===== src/hsv2rgb_pkg.sv =====
package hsv2rgb_pkg;

    localparam int HUE_W  = 16;
    localparam int HR_W   = 15;   // reduced hue, below 23040
    localparam int SEC_W  = 3;
    localparam int REM_W  = 12;   // remainder within a sector, below 3840
    localparam int FIX_W  = 9;
    localparam int TERM_W = 20;   // term numerators, up to 256*3840
    localparam int PROD_W = FIX_W + TERM_W;
    localparam int SCL_W  = PROD_W + 5;
    localparam int CHAN_W = 8;

    localparam logic [HUE_W-1:0]  HUE_FULL_TURN = 16'd23040;
    localparam logic [HUE_W-1:0]  HUE_TWO_TURNS = 16'd46080;
    localparam logic [REM_W-1:0]  HUE_SECTOR    = 12'd3840;
    localparam logic [FIX_W-1:0]  FIX_ONE       = 9'd256;
    localparam logic [TERM_W-1:0] TERM_ONE      = 20'd983040;

    // 255 / (256*256*3840) reduces to 17 / 2^24
    localparam int CHAN_SHIFT = 24;

    typedef struct packed {
        logic [HUE_W-1:0] hue;
        logic [FIX_W-1:0] saturation;
        logic [FIX_W-1:0] brightness;
    } hsv_t;

    typedef struct packed {
        logic [CHAN_W-1:0] red;
        logic [CHAN_W-1:0] green;
        logic [CHAN_W-1:0] blue;
    } rgb_t;

    typedef enum logic [1:0] {
        CH_RED   = 2'd0,
        CH_GREEN = 2'd1,
        CH_BLUE  = 2'd2
    } chan_t;

    typedef enum logic [1:0] {
        TERM_V = 2'd0,
        TERM_P = 2'd1,
        TERM_Q = 2'd2,
        TERM_T = 2'd3
    } term_t;

    localparam logic [SEC_W-1:0] SEC_0 = 3'd0;
    localparam logic [SEC_W-1:0] SEC_1 = 3'd1;
    localparam logic [SEC_W-1:0] SEC_2 = 3'd2;
    localparam logic [SEC_W-1:0] SEC_3 = 3'd3;
    localparam logic [SEC_W-1:0] SEC_4 = 3'd4;
    localparam logic [SEC_W-1:0] SEC_5 = 3'd5;

    typedef struct packed {
        logic prod;
        logic scale;
    } stage_en_t;

    function automatic term_t term_sel(input logic [SEC_W-1:0] sector, input chan_t ch);
        term_t r, g, b;
        case (sector)
            SEC_0:   begin r = TERM_V; g = TERM_T; b = TERM_P; end
            SEC_1:   begin r = TERM_Q; g = TERM_V; b = TERM_P; end
            SEC_2:   begin r = TERM_P; g = TERM_V; b = TERM_T; end
            SEC_3:   begin r = TERM_P; g = TERM_Q; b = TERM_V; end
            SEC_4:   begin r = TERM_T; g = TERM_P; b = TERM_V; end
            default: begin r = TERM_V; g = TERM_P; b = TERM_Q; end
        endcase
        case (ch)
            CH_RED:   return r;
            CH_GREEN: return g;
            default:  return b;
        endcase
    endfunction

endpackage


===== src/hsv2rgb_chan.sv =====
module hsv2rgb_chan #(
    parameter hsv2rgb_pkg::chan_t CHAN = hsv2rgb_pkg::CH_RED
) (
    input  logic                                clk,
    input  hsv2rgb_pkg::stage_en_t              en,
    input  logic [hsv2rgb_pkg::SEC_W-1:0]       sector,
    input  logic [hsv2rgb_pkg::FIX_W-1:0]       val,
    input  logic [hsv2rgb_pkg::TERM_W-1:0]      xp,
    input  logic [hsv2rgb_pkg::TERM_W-1:0]      xq,
    input  logic [hsv2rgb_pkg::TERM_W-1:0]      xt,
    output logic [hsv2rgb_pkg::CHAN_W-1:0]      chan
);

    logic [hsv2rgb_pkg::TERM_W-1:0] term;
    logic [hsv2rgb_pkg::PROD_W-1:0] prod_next;
    logic [hsv2rgb_pkg::PROD_W-1:0] prod_reg;
    logic [hsv2rgb_pkg::SCL_W-1:0]  scaled;
    logic [hsv2rgb_pkg::CHAN_W-1:0] chan_next;
    logic [hsv2rgb_pkg::CHAN_W-1:0] chan_reg;

    always_comb
    begin
        case (hsv2rgb_pkg::term_sel(sector, CHAN))
            hsv2rgb_pkg::TERM_P: term = xp;
            hsv2rgb_pkg::TERM_Q: term = xq;
            hsv2rgb_pkg::TERM_T: term = xt;
            default:             term = hsv2rgb_pkg::TERM_ONE;
        endcase
        prod_next = hsv2rgb_pkg::PROD_W'(val) * hsv2rgb_pkg::PROD_W'(term);
    end

    // times 17, then drop 24 bits
    always_comb
    begin
        scaled    = {1'b0, prod_reg, 4'b0000} + hsv2rgb_pkg::SCL_W'(prod_reg);
        chan_next = scaled[hsv2rgb_pkg::CHAN_SHIFT +: hsv2rgb_pkg::CHAN_W];
    end

    always_ff @(posedge clk)
    begin
        if (en.prod)
        begin
            prod_reg <= prod_next;
        end
        if (en.scale)
        begin
            chan_reg <= chan_next;
        end
    end

    assign chan = chan_reg;

endmodule


===== src/hsv_to_rgb_converter.sv =====
// HSV to RGB converter, six-sector scheme. Hue is in 1/64 degree units and is
// taken modulo 360 degrees; saturation and brightness use 256 as 1.0, and
// larger codes clip to 1.0. Each channel is floor(255 * term) with the terms
// formed exactly. The block is a five-stage pipeline (hue reduction, sector
// split, term numerators, per-channel multiply, scale to 8 bits): it accepts
// one color every clock while the output side does not stall, and rgb_valid
// is the valid flag of the last stage, which holds the result. Stalls hold
// data in place and empty stages fill up, so a waiting result never blocks
// input until the pipe is full.
module hsv_to_rgb_converter (
    input  logic              clk,
    input  logic              rst_n,
    input  logic              hsv_valid,
    output logic              hsv_ready,
    input  hsv2rgb_pkg::hsv_t hsv,
    output logic              rgb_valid,
    input  logic              rgb_ready,
    output hsv2rgb_pkg::rgb_t rgb
);

    localparam int STAGES = 5;

    logic [STAGES-1:0] vld_reg;
    logic [STAGES-1:0] vld_next;
    logic [STAGES:0]   en;

    // stage 1: clip and reduce hue
    logic [hsv2rgb_pkg::HUE_W-1:0] hr_full;
    logic [hsv2rgb_pkg::HR_W-1:0]  hr1_next, hr1_reg;
    logic [hsv2rgb_pkg::FIX_W-1:0] sat1_next, sat1_reg, val1_reg, val1_next;

    // stage 2: sector and remainder
    logic [hsv2rgb_pkg::SEC_W-1:0] sec2_next, sec2_reg;
    logic [hsv2rgb_pkg::HR_W-1:0]  base2;
    logic [hsv2rgb_pkg::REM_W-1:0] rem2_next, rem2_reg;
    logic [hsv2rgb_pkg::FIX_W-1:0] sat2_reg, val2_reg;

    // stage 3: term numerators
    logic [hsv2rgb_pkg::TERM_W:0]   sr_q, sr_t, sp;
    logic [hsv2rgb_pkg::REM_W-1:0]  rem_c;
    logic [hsv2rgb_pkg::FIX_W-1:0]  sat_c;
    logic [hsv2rgb_pkg::TERM_W-1:0] xp3_next, xq3_next, xt3_next;
    logic [hsv2rgb_pkg::TERM_W-1:0] xp3_reg, xq3_reg, xt3_reg;
    logic [hsv2rgb_pkg::SEC_W-1:0]  sec3_reg;
    logic [hsv2rgb_pkg::FIX_W-1:0]  val3_reg;

    hsv2rgb_pkg::stage_en_t chan_en;

    // per-stage enable: a stage loads when empty or when the next one moves
    always_comb
    begin
        en[STAGES] = rgb_ready;
        for (int k = STAGES - 1; k >= 0; k--)
        begin
            en[k] = !vld_reg[k] || en[k+1];
        end
        vld_next[0] = en[0] ? hsv_valid : vld_reg[0];
        for (int k = 1; k < STAGES; k++)
        begin
            if (en[k])
            begin
                vld_next[k] = vld_reg[k-1];
            end
            else
            begin
                vld_next[k] = vld_reg[k];
            end
        end
    end

    assign hsv_ready = en[0];
    assign rgb_valid = vld_reg[STAGES-1];

    always_ff @(posedge clk or negedge rst_n)
    begin
        if (!rst_n)
        begin
            vld_reg <= '0;
        end
        else
        begin
            vld_reg <= vld_next;
        end
    end

    always_comb
    begin
        sat1_next = (hsv.saturation > hsv2rgb_pkg::FIX_ONE) ? hsv2rgb_pkg::FIX_ONE
                                                            : hsv.saturation;
        val1_next = (hsv.brightness > hsv2rgb_pkg::FIX_ONE) ? hsv2rgb_pkg::FIX_ONE
                                                            : hsv.brightness;
        if (hsv.hue >= hsv2rgb_pkg::HUE_TWO_TURNS)
        begin
            hr_full = hsv.hue - hsv2rgb_pkg::HUE_TWO_TURNS;
        end
        else if (hsv.hue >= hsv2rgb_pkg::HUE_FULL_TURN)
        begin
            hr_full = hsv.hue - hsv2rgb_pkg::HUE_FULL_TURN;
        end
        else
        begin
            hr_full = hsv.hue;
        end
        hr1_next = hr_full[hsv2rgb_pkg::HR_W-1:0];
    end

    always_comb
    begin
        sec2_next = hsv2rgb_pkg::SEC_0;
        base2     = '0;
        for (int k = 1; k < 6; k++)
        begin
            if (hr1_reg >= hsv2rgb_pkg::HR_W'(k * 3840))
            begin
                sec2_next = hsv2rgb_pkg::SEC_W'(k);
                base2     = hsv2rgb_pkg::HR_W'(k * 3840);
            end
        end
        rem2_next = hsv2rgb_pkg::REM_W'(hr1_reg - base2);
    end

    always_comb
    begin
        rem_c    = hsv2rgb_pkg::HUE_SECTOR - rem2_reg;
        sat_c    = hsv2rgb_pkg::FIX_ONE - sat2_reg;
        sr_q     = (hsv2rgb_pkg::TERM_W+1)'(sat2_reg) * (hsv2rgb_pkg::TERM_W+1)'(rem2_reg);
        sr_t     = (hsv2rgb_pkg::TERM_W+1)'(sat2_reg) * (hsv2rgb_pkg::TERM_W+1)'(rem_c);
        sp       = (hsv2rgb_pkg::TERM_W+1)'(sat_c)
                   * (hsv2rgb_pkg::TERM_W+1)'(hsv2rgb_pkg::HUE_SECTOR);
        xq3_next = hsv2rgb_pkg::TERM_ONE - sr_q[hsv2rgb_pkg::TERM_W-1:0];
        xt3_next = hsv2rgb_pkg::TERM_ONE - sr_t[hsv2rgb_pkg::TERM_W-1:0];
        xp3_next = sp[hsv2rgb_pkg::TERM_W-1:0];
    end

    always_ff @(posedge clk)
    begin
        if (en[0])
        begin
            hr1_reg  <= hr1_next;
            sat1_reg <= sat1_next;
            val1_reg <= val1_next;
        end
        if (en[1])
        begin
            sec2_reg <= sec2_next;
            rem2_reg <= rem2_next;
            sat2_reg <= sat1_reg;
            val2_reg <= val1_reg;
        end
        if (en[2])
        begin
            xp3_reg  <= xp3_next;
            xq3_reg  <= xq3_next;
            xt3_reg  <= xt3_next;
            sec3_reg <= sec2_reg;
            val3_reg <= val2_reg;
        end
    end

    assign chan_en.prod  = en[3];
    assign chan_en.scale = en[4];

    hsv2rgb_chan #(.CHAN(hsv2rgb_pkg::CH_RED)) u_red (
        .clk    (clk),
        .en     (chan_en),
        .sector (sec3_reg),
        .val    (val3_reg),
        .xp     (xp3_reg),
        .xq     (xq3_reg),
        .xt     (xt3_reg),
        .chan   (rgb.red)
    );

    hsv2rgb_chan #(.CHAN(hsv2rgb_pkg::CH_GREEN)) u_green (
        .clk    (clk),
        .en     (chan_en),
        .sector (sec3_reg),
        .val    (val3_reg),
        .xp     (xp3_reg),
        .xq     (xq3_reg),
        .xt     (xt3_reg),
        .chan   (rgb.green)
    );

    hsv2rgb_chan #(.CHAN(hsv2rgb_pkg::CH_BLUE)) u_blue (
        .clk    (clk),
        .en     (chan_en),
        .sector (sec3_reg),
        .val    (val3_reg),
        .xp     (xp3_reg),
        .xq     (xq3_reg),
        .xt     (xt3_reg),
        .chan   (rgb.blue)
    );

`ifndef ASSERT_OFF
    a_hue_reduced: assert property (@(posedge clk) disable iff (!rst_n)
        vld_reg[0] |-> (hsv2rgb_pkg::HUE_W'(hr1_reg) < hsv2rgb_pkg::HUE_FULL_TURN))
        else $error("reduced hue out of range");

    a_sector_split: assert property (@(posedge clk) disable iff (!rst_n)
        vld_reg[1] |-> (rem2_reg < hsv2rgb_pkg::HUE_SECTOR) && (sec2_reg <= hsv2rgb_pkg::SEC_5))
        else $error("sector or remainder out of range");

    a_terms_sum: assert property (@(posedge clk) disable iff (!rst_n)
        vld_reg[2] |-> ((hsv2rgb_pkg::TERM_W+1)'(xq3_reg) + (hsv2rgb_pkg::TERM_W+1)'(xt3_reg)
                        == (hsv2rgb_pkg::TERM_W+1)'(hsv2rgb_pkg::TERM_ONE)
                           + (hsv2rgb_pkg::TERM_W+1)'(xp3_reg)))
        else $error("q + t differs from one + p");

    a_p_smallest: assert property (@(posedge clk) disable iff (!rst_n)
        vld_reg[2] |-> (xp3_reg <= xq3_reg) && (xp3_reg <= xt3_reg))
        else $error("p term exceeds q or t");
`endif

endmodule

===== config.mk =====
export PLATFORM = sky130hd
export DESIGN_NAME = hsv_to_rgb_converter
export DESIGN_NICKNAME = d
export VERILOG_FILES = /design/src/hsv2rgb_pkg.sv /design/src/hsv2rgb_chan.sv /design/src/hsv_to_rgb_converter.sv
export SDC_FILE = /design/constraint.sdc
export NUM_CORES = 2
export LEC_CHECK = 0
export BUFFER_PORTS_ARGS = -buffer_cell sky130_fd_sc_hd__buf_4
export CORE_MARGIN = 2
export CORE_UTILIZATION = 40
export CTS_BUF_LIST = sky130_fd_sc_hd__clkbuf_2 sky130_fd_sc_hd__clkbuf_4 sky130_fd_sc_hd__clkbuf_8
export CTS_CLUSTER_SIZE = 12
export DETAILED_ROUTE_END_ITERATION = 8
export HOLD_SLACK_MARGIN = 0.05
export MAX_ROUTING_LAYER = met4
export SLEW_MARGIN = 10
export SYNTH_ARGS = -nofsm -noshare
export SYNTH_HDL_FRONTEND = slang
export SYNTH_SLANG_ARGS = --single-unit

===== constraint.sdc =====
create_clock -name clk -period 8 [get_ports clk]
set_input_delay 1.6 -clock clk [delete_from_list [all_inputs] [get_ports clk]]
set_output_delay 1.6 -clock clk [all_outputs]
set_load 0.02 [all_outputs]

# Word level (Yosys, flattened, before mapping)
# Cells that the tools add are included.
[classes] n_addsub=10 multipliers=6 magnitude_cmp=9 eq_ne=13 muxes=17 n_reduce_logical=16
[op_table] op="20-bit one-hot mux with 3 select lines" n=3
[op_table] op="32-bit by 29-bit adder with 32-bit output" n=3
[op_table] op="9-bit by 20-bit multiplier with 29-bit output" n=3
[op_table] op="12-bit 2-to-1 mux" n=5
[op_table] op="9-bit by 12-bit multiplier with 20-bit output" n=2
[op_table] op="20-bit subtractor (first input constant)" n=2
[op_table] op="15-bit by 14-bit >= comparator with 1-bit output (second input constant)" n=2
[op_table] op="15-bit 2-to-1 mux" n=2
[op_table] op="9-bit greater-than comparator (second input constant)" n=2
[op_table] op="2-bit one-hot mux with 3 select lines" n=3
[op_table] op="16-bit by 15-bit >= comparator with 1-bit output (second input constant)" n=1
[op_table] op="16-bit >= comparator (second input constant)" n=1
[op_table] op="15-bit by 12-bit >= comparator with 1-bit output (second input constant)" n=1
[op_table] op="15-bit by 13-bit >= comparator with 1-bit output (second input constant)" n=1
[op_table] op="15-bit >= comparator (second input constant)" n=1
[op_table] op="15-bit by 14-bit subtractor with 15-bit output (second input constant)" n=1
[op_table] op="15-bit subtractor (second input constant)" n=1
[op_table] op="2-bit equality test (second input constant)" n=6
[op_table] op="9-bit by 4-bit multiplier with 12-bit output (second input constant)" n=1
[op_table] op="12-bit subtractor" n=1
[op_table] op="12-bit subtractor (first input constant)" n=1
[op_table] op="2-bit OR reduction" n=5
[op_table] op="9-bit subtractor (first input constant)" n=1
[op_table] op="2-bit by 1-bit equality test with 1-bit output (second input constant)" n=3
[op_table] op="8 further kinds" n=19
[totals] regBits=246 wordCells=95

# Longest topological paths before layout
[depth] ltp_word=7 mapped_depth=25

# By module
# A second synthesis with hierarchy kept.
[unflattened] hier_cells=3928 hier_area_um2=37283.3
[modules_own_cells] module="hsv_to_rgb_converter" n_inst=1 cells_per_inst=1216 area_each_um2=13081.3 seq_area_each_um2=3998.8
[modules_own_cells] module="hsv2rgb_chan (u_blue)" n_inst=1 cells_per_inst=927 area_each_um2=8286.7 seq_area_each_um2=1111.1
[modules_own_cells] module="hsv2rgb_chan (u_red)" n_inst=1 cells_per_inst=900 area_each_um2=8029.0 seq_area_each_um2=1111.1
[modules_own_cells] module="hsv2rgb_chan (u_green)" n_inst=1 cells_per_inst=885 area_each_um2=7886.3 seq_area_each_um2=1111.1

# Worst setup path after synthesis
# No wires, ideal clock.
[synth_path] path_type="reg-to-reg" from="reg rem2_reg[0] (netlist name)" to="reg xt3_reg[19] (netlist name) (data pin)" setup_ps=259 arrival_ps=6422 t_required_ps=7741 path_slack_ps=1319 path_stages_with_launch=23 path_buffers=1 synth_period_minus_slack_ps=6681 cell_sequence="edfxtp_1 -> or4_1 -> or3_1 -> buf_2 -> or3_4 -> nand2_1 -> xor2_1 -> nand2_1 -> fa_1 -> fa_1 -> inv_1 -> fa_1 -> inv_1 -> fa_1 -> ha_1 -> ha_1 -> and4_1 -> a22oi_1 -> a2111oi_0 -> nor3_1 -> o41ai_1 -> a21oi_1 -> xnor2_1"
[synth_via] elab_chain_len=3
[synth_lines] item="start: declaration" line_no="hsv_to_rgb_converter.sv:35" rtl="logic [hsv2rgb_pkg::REM_W-1:0] rem2_next, rem2_reg;"
[synth_lines] item="start signal: assignment" line_no="hsv_to_rgb_converter.sv:146" rtl="rem2_reg <= rem2_next;"
[synth_lines] item="12-bit subtractor" line_no="hsv_to_rgb_converter.sv:124" rtl="rem_c = hsv2rgb_pkg::HUE_SECTOR - rem2_reg;"
[synth_lines] item="9-bit by 12-bit multiplier with 20-bit output" line_no="hsv_to_rgb_converter.sv:127" rtl="sr_t = (hsv2rgb_pkg::TERM_W+1)'(sat2_reg) * (hsv2rgb_pkg::TERM_W+1)'(rem_c);"
[synth_lines] item="20-bit subtractor" line_no="hsv_to_rgb_converter.sv:131" rtl="xt3_next = hsv2rgb_pkg::TERM_ONE - sr_t[hsv2rgb_pkg::TERM_W-1:0];"
[synth_lines] item="net xt3_next (one bit)" line_no="hsv_to_rgb_converter.sv:42" rtl="logic [hsv2rgb_pkg::TERM_W-1:0] xp3_next, xq3_next, xt3_next;"
[synth_lines] item="end signal: assignment" line_no="hsv_to_rgb_converter.sv:154" rtl="xt3_reg <= xt3_next;"
[synth_lines] item="end: declaration" line_no="hsv_to_rgb_converter.sv:43" rtl="logic [hsv2rgb_pkg::TERM_W-1:0] xp3_reg, xq3_reg, xt3_reg;"
# The timed path passes the listed nets, and every way through them passes these cells.
# A chain may end at the register's enable or synchronous reset.

# Worst setup path in the final report
[layout_path] from="reg rem2_reg[2] (netlist name)" to="reg xt3_reg[19] (netlist name) (data pin)"
# The elaborated chain is that of the path after synthesis.

==> results_dict.tcl <==
set metrics [dict create \
    hold_violations 0 \
    grt_pass1_wl_um 134000 \
    cp-end-kind "flip-flop" \
    critPathLaunchType "flip-flop" \
    start_util 0.404 \
    overflow 0 \
    drive_gt1_frac 0.0572 \
    ioPinCount 64 \
    die-area_mm2 0.0916 \
    cts-buffers-inserted 47 \
    final_cell_mix "665 x inv_1, 532 x fa_1, 378 x and2_1, 373 x nand2_1, 360 x ha_1" \
    outcome "finished, final reports clean" \
    grt_max_degree 65 \
    syn2layout_area_growth_pct 8.41 \
    coreArea_mm2 0.0884 \
    ys_ff_latch 245 \
    wirelength_um 78600 \
    finalSetupViolations 0 \
    relSlewSlack 0.253 \
    min_to "val3_reg[1]" \
    drt_iter0_drc 1343 \
    hpwlAfterDp_um 62300 \
    slowest_stage "a2111oi_0" \
    synth.yosys.seq_area_share 0.206 \
    root_buffer "clkbuf_8" \
    crit_family "adder cells" \
    worstMarginPinSlew_ps 1120 \
    path_clk_slew_ps 60 \
    rows 109 \
    hp-start "val2_reg[1]" \
    regToRegSetupSlack_ps 630 \
    hp-class "reg2reg" \
    yosys.area_share.simple 0.165 \
    placed_cells 4838 \
    syn_avg_cell_area_um2 9.72 \
    track_usage 0.187 \
    worst-r2r-cell-count 22 \
    r2r-end "xt3_reg[19]" \
    synth_compound_gate_area_share 0.0820 \
    synth_top_family_by_area "adder cells" \
    cts_tree "yes" \
    timing.rr.start "rem2_reg[2]" \
    grt_pass1_vias 26000 \
    cts_resized 0 \
    timing.critical_path.mode_cell "fa_1" \
    first_pass_iters 7 \
    maxCapViolations 0 \
    fp.dieH_um 303 \
    synth.mux.area_fraction 0.00116 \
    instances_no_fill 4927 \
    stdcell_area_mm2 0.0387 \
    dieWidth_um 303 \
    ys_async_sr_fraction 0.0204 \
    gp_congestion 0.862 \
    yosys_warnings 0 \
    ys_types 78 \
    cts_num_sinks 245 \
    syn-num-nets 4599 \
    cts_buffer_depth 3 \
    period_minus_slack_ps 7370 \
    worstSkewPairLatency_ps 740 \
    post_cts_buffers 0 \
    numPortBuffers 63 \
    path_cells "or4_1 > or3_1 > or3_4 > nand2_1 > xor2_1 > buf_4 > nand2_1 > fa_1 > fa_1 > inv_1 > fa_1 > inv_1 > fa_1 > ha_1 > ha_1 > and4_1 > a22oi_1 > a2111oi_0 > nor3_1 > o41ai_1 > a21oi_1 > xnor2_1" \
    layout_commonest_cell "inv_1" \
    ant_nets 0 \
    synthFlopType "edfxtp_1" \
    critPathBufInv 3 \
    cpPeakStageDelay_ps 730 \
    drcViolationCount 0 \
    post_drt_via_cell_ratio 5.00 \
    num_vias 24700 \
    timing.fmax_mhz 136 \
    synth_area_mm2 0.0357 \
    synthCells 3669 \
    synth_edf_count 240 \
    detailedPlace.worstSlack_ps 671 \
    slew_violations 0 \
    worst-setup-path-type "reg2reg" \
    synth_xor_area_frac 0.0390 \
    htree_levels 2 \
    rsz0062_at_grt "no" \
    final.setup.worst_slack_ps 633 \
    synthAdderAreaFrac 0.425 \
    worstPathArrival_ps 7840 \
    placed_cell_area_mm2 0.0376 \
    setup_tns_ps 0 \
    period_share 0.921 \
    hold_depth 0 \
    timing.critical_path.required_ps 8480 \
    routedWlPerCell_um 15.9 \
    worstPathMaxFanout 13 \
    finalClockSkew_ps 68.4 \
    layout.nets 4652 \
    cts_hold_buf 0 \
    antenna_found_initial 1 \
]
## area by class of cell
type,instances,area [µm²]
inverter,665,2500
tap,1165,1460
clock buffer,56,714
antenna,1,2.50
fill,8669,49700
sequential,245,7330
clock inverter,32,309
timing repair buffer,121,933
multi-input combinational,2642,25400
## through the flow
step | utilization | hold slack [ps]
floorplan | - | 400
global placement | 0.426 | 401
detailed placement | 0.426 | 405
CTS | 0.438 | 386
global route | 0.438 | 421
finish | 0.438 | 386
## synthesized netlist by cell type (51+ instances only)
cell type    n  area, µm²
edfxtp_1   240       7210
a21oi_1    146        731
clkbuf_1   113        424
ha_1       360       4500
xnor2_1    102        893
o21ai_0     51        255
nand2_1    375       1410
fa_1       532      10700
xor2_1      52        455
nor2b_1     83        519
and2_1     378       2360
nor2_1     109        409
inv_1      665       2500
## metal layers
layer / vias up / wire, µm / part of all wire / track usage
li1: 11800 / - / - / -
met4: 0 / 1970 / 0.025 / 0.0491
met1: 12300 / 36600 / 0.47 / 0.245
met3: 110 / 2890 / 0.037 / 0.0256
met5: - / 0 / 0 / -
met2: 369 / 37100 / 0.47 / 0.306
## cell families after synthesis
| family | count (synthesis) |
|---|---|
| fa+ha+maj | 893 |
| compound gates | 455 |
| mux | 4 |
| xor+xnor | 156 |
| flops | 245 |
| simple gates | 1134 |
| buf+inv | 782 |
## worst max-delay path by stage
stage / from / slack (ps) / to / cells after the start
2_1_floorplan: rem2_reg[0] / 1320 / xt3_reg[19] / 22
3_3_place_gp: rem2_reg[2] / 740 / xt3_reg[19] / 22
3_5_place_dp: rem2_reg[2] / 670 / xt3_reg[19] / 22
4_1_cts: rem2_reg[2] / 640 / xt3_reg[19] / 22
5_1_grt: rem2_reg[1] / 260 / xt3_reg[19] / 23
6_report: rem2_reg[2] / 630 / xt3_reg[19] / 22
Power is left out: the tool's default activity adds up to more than one toggle a clock period on the data nets, which glitch-free logic cannot reach.
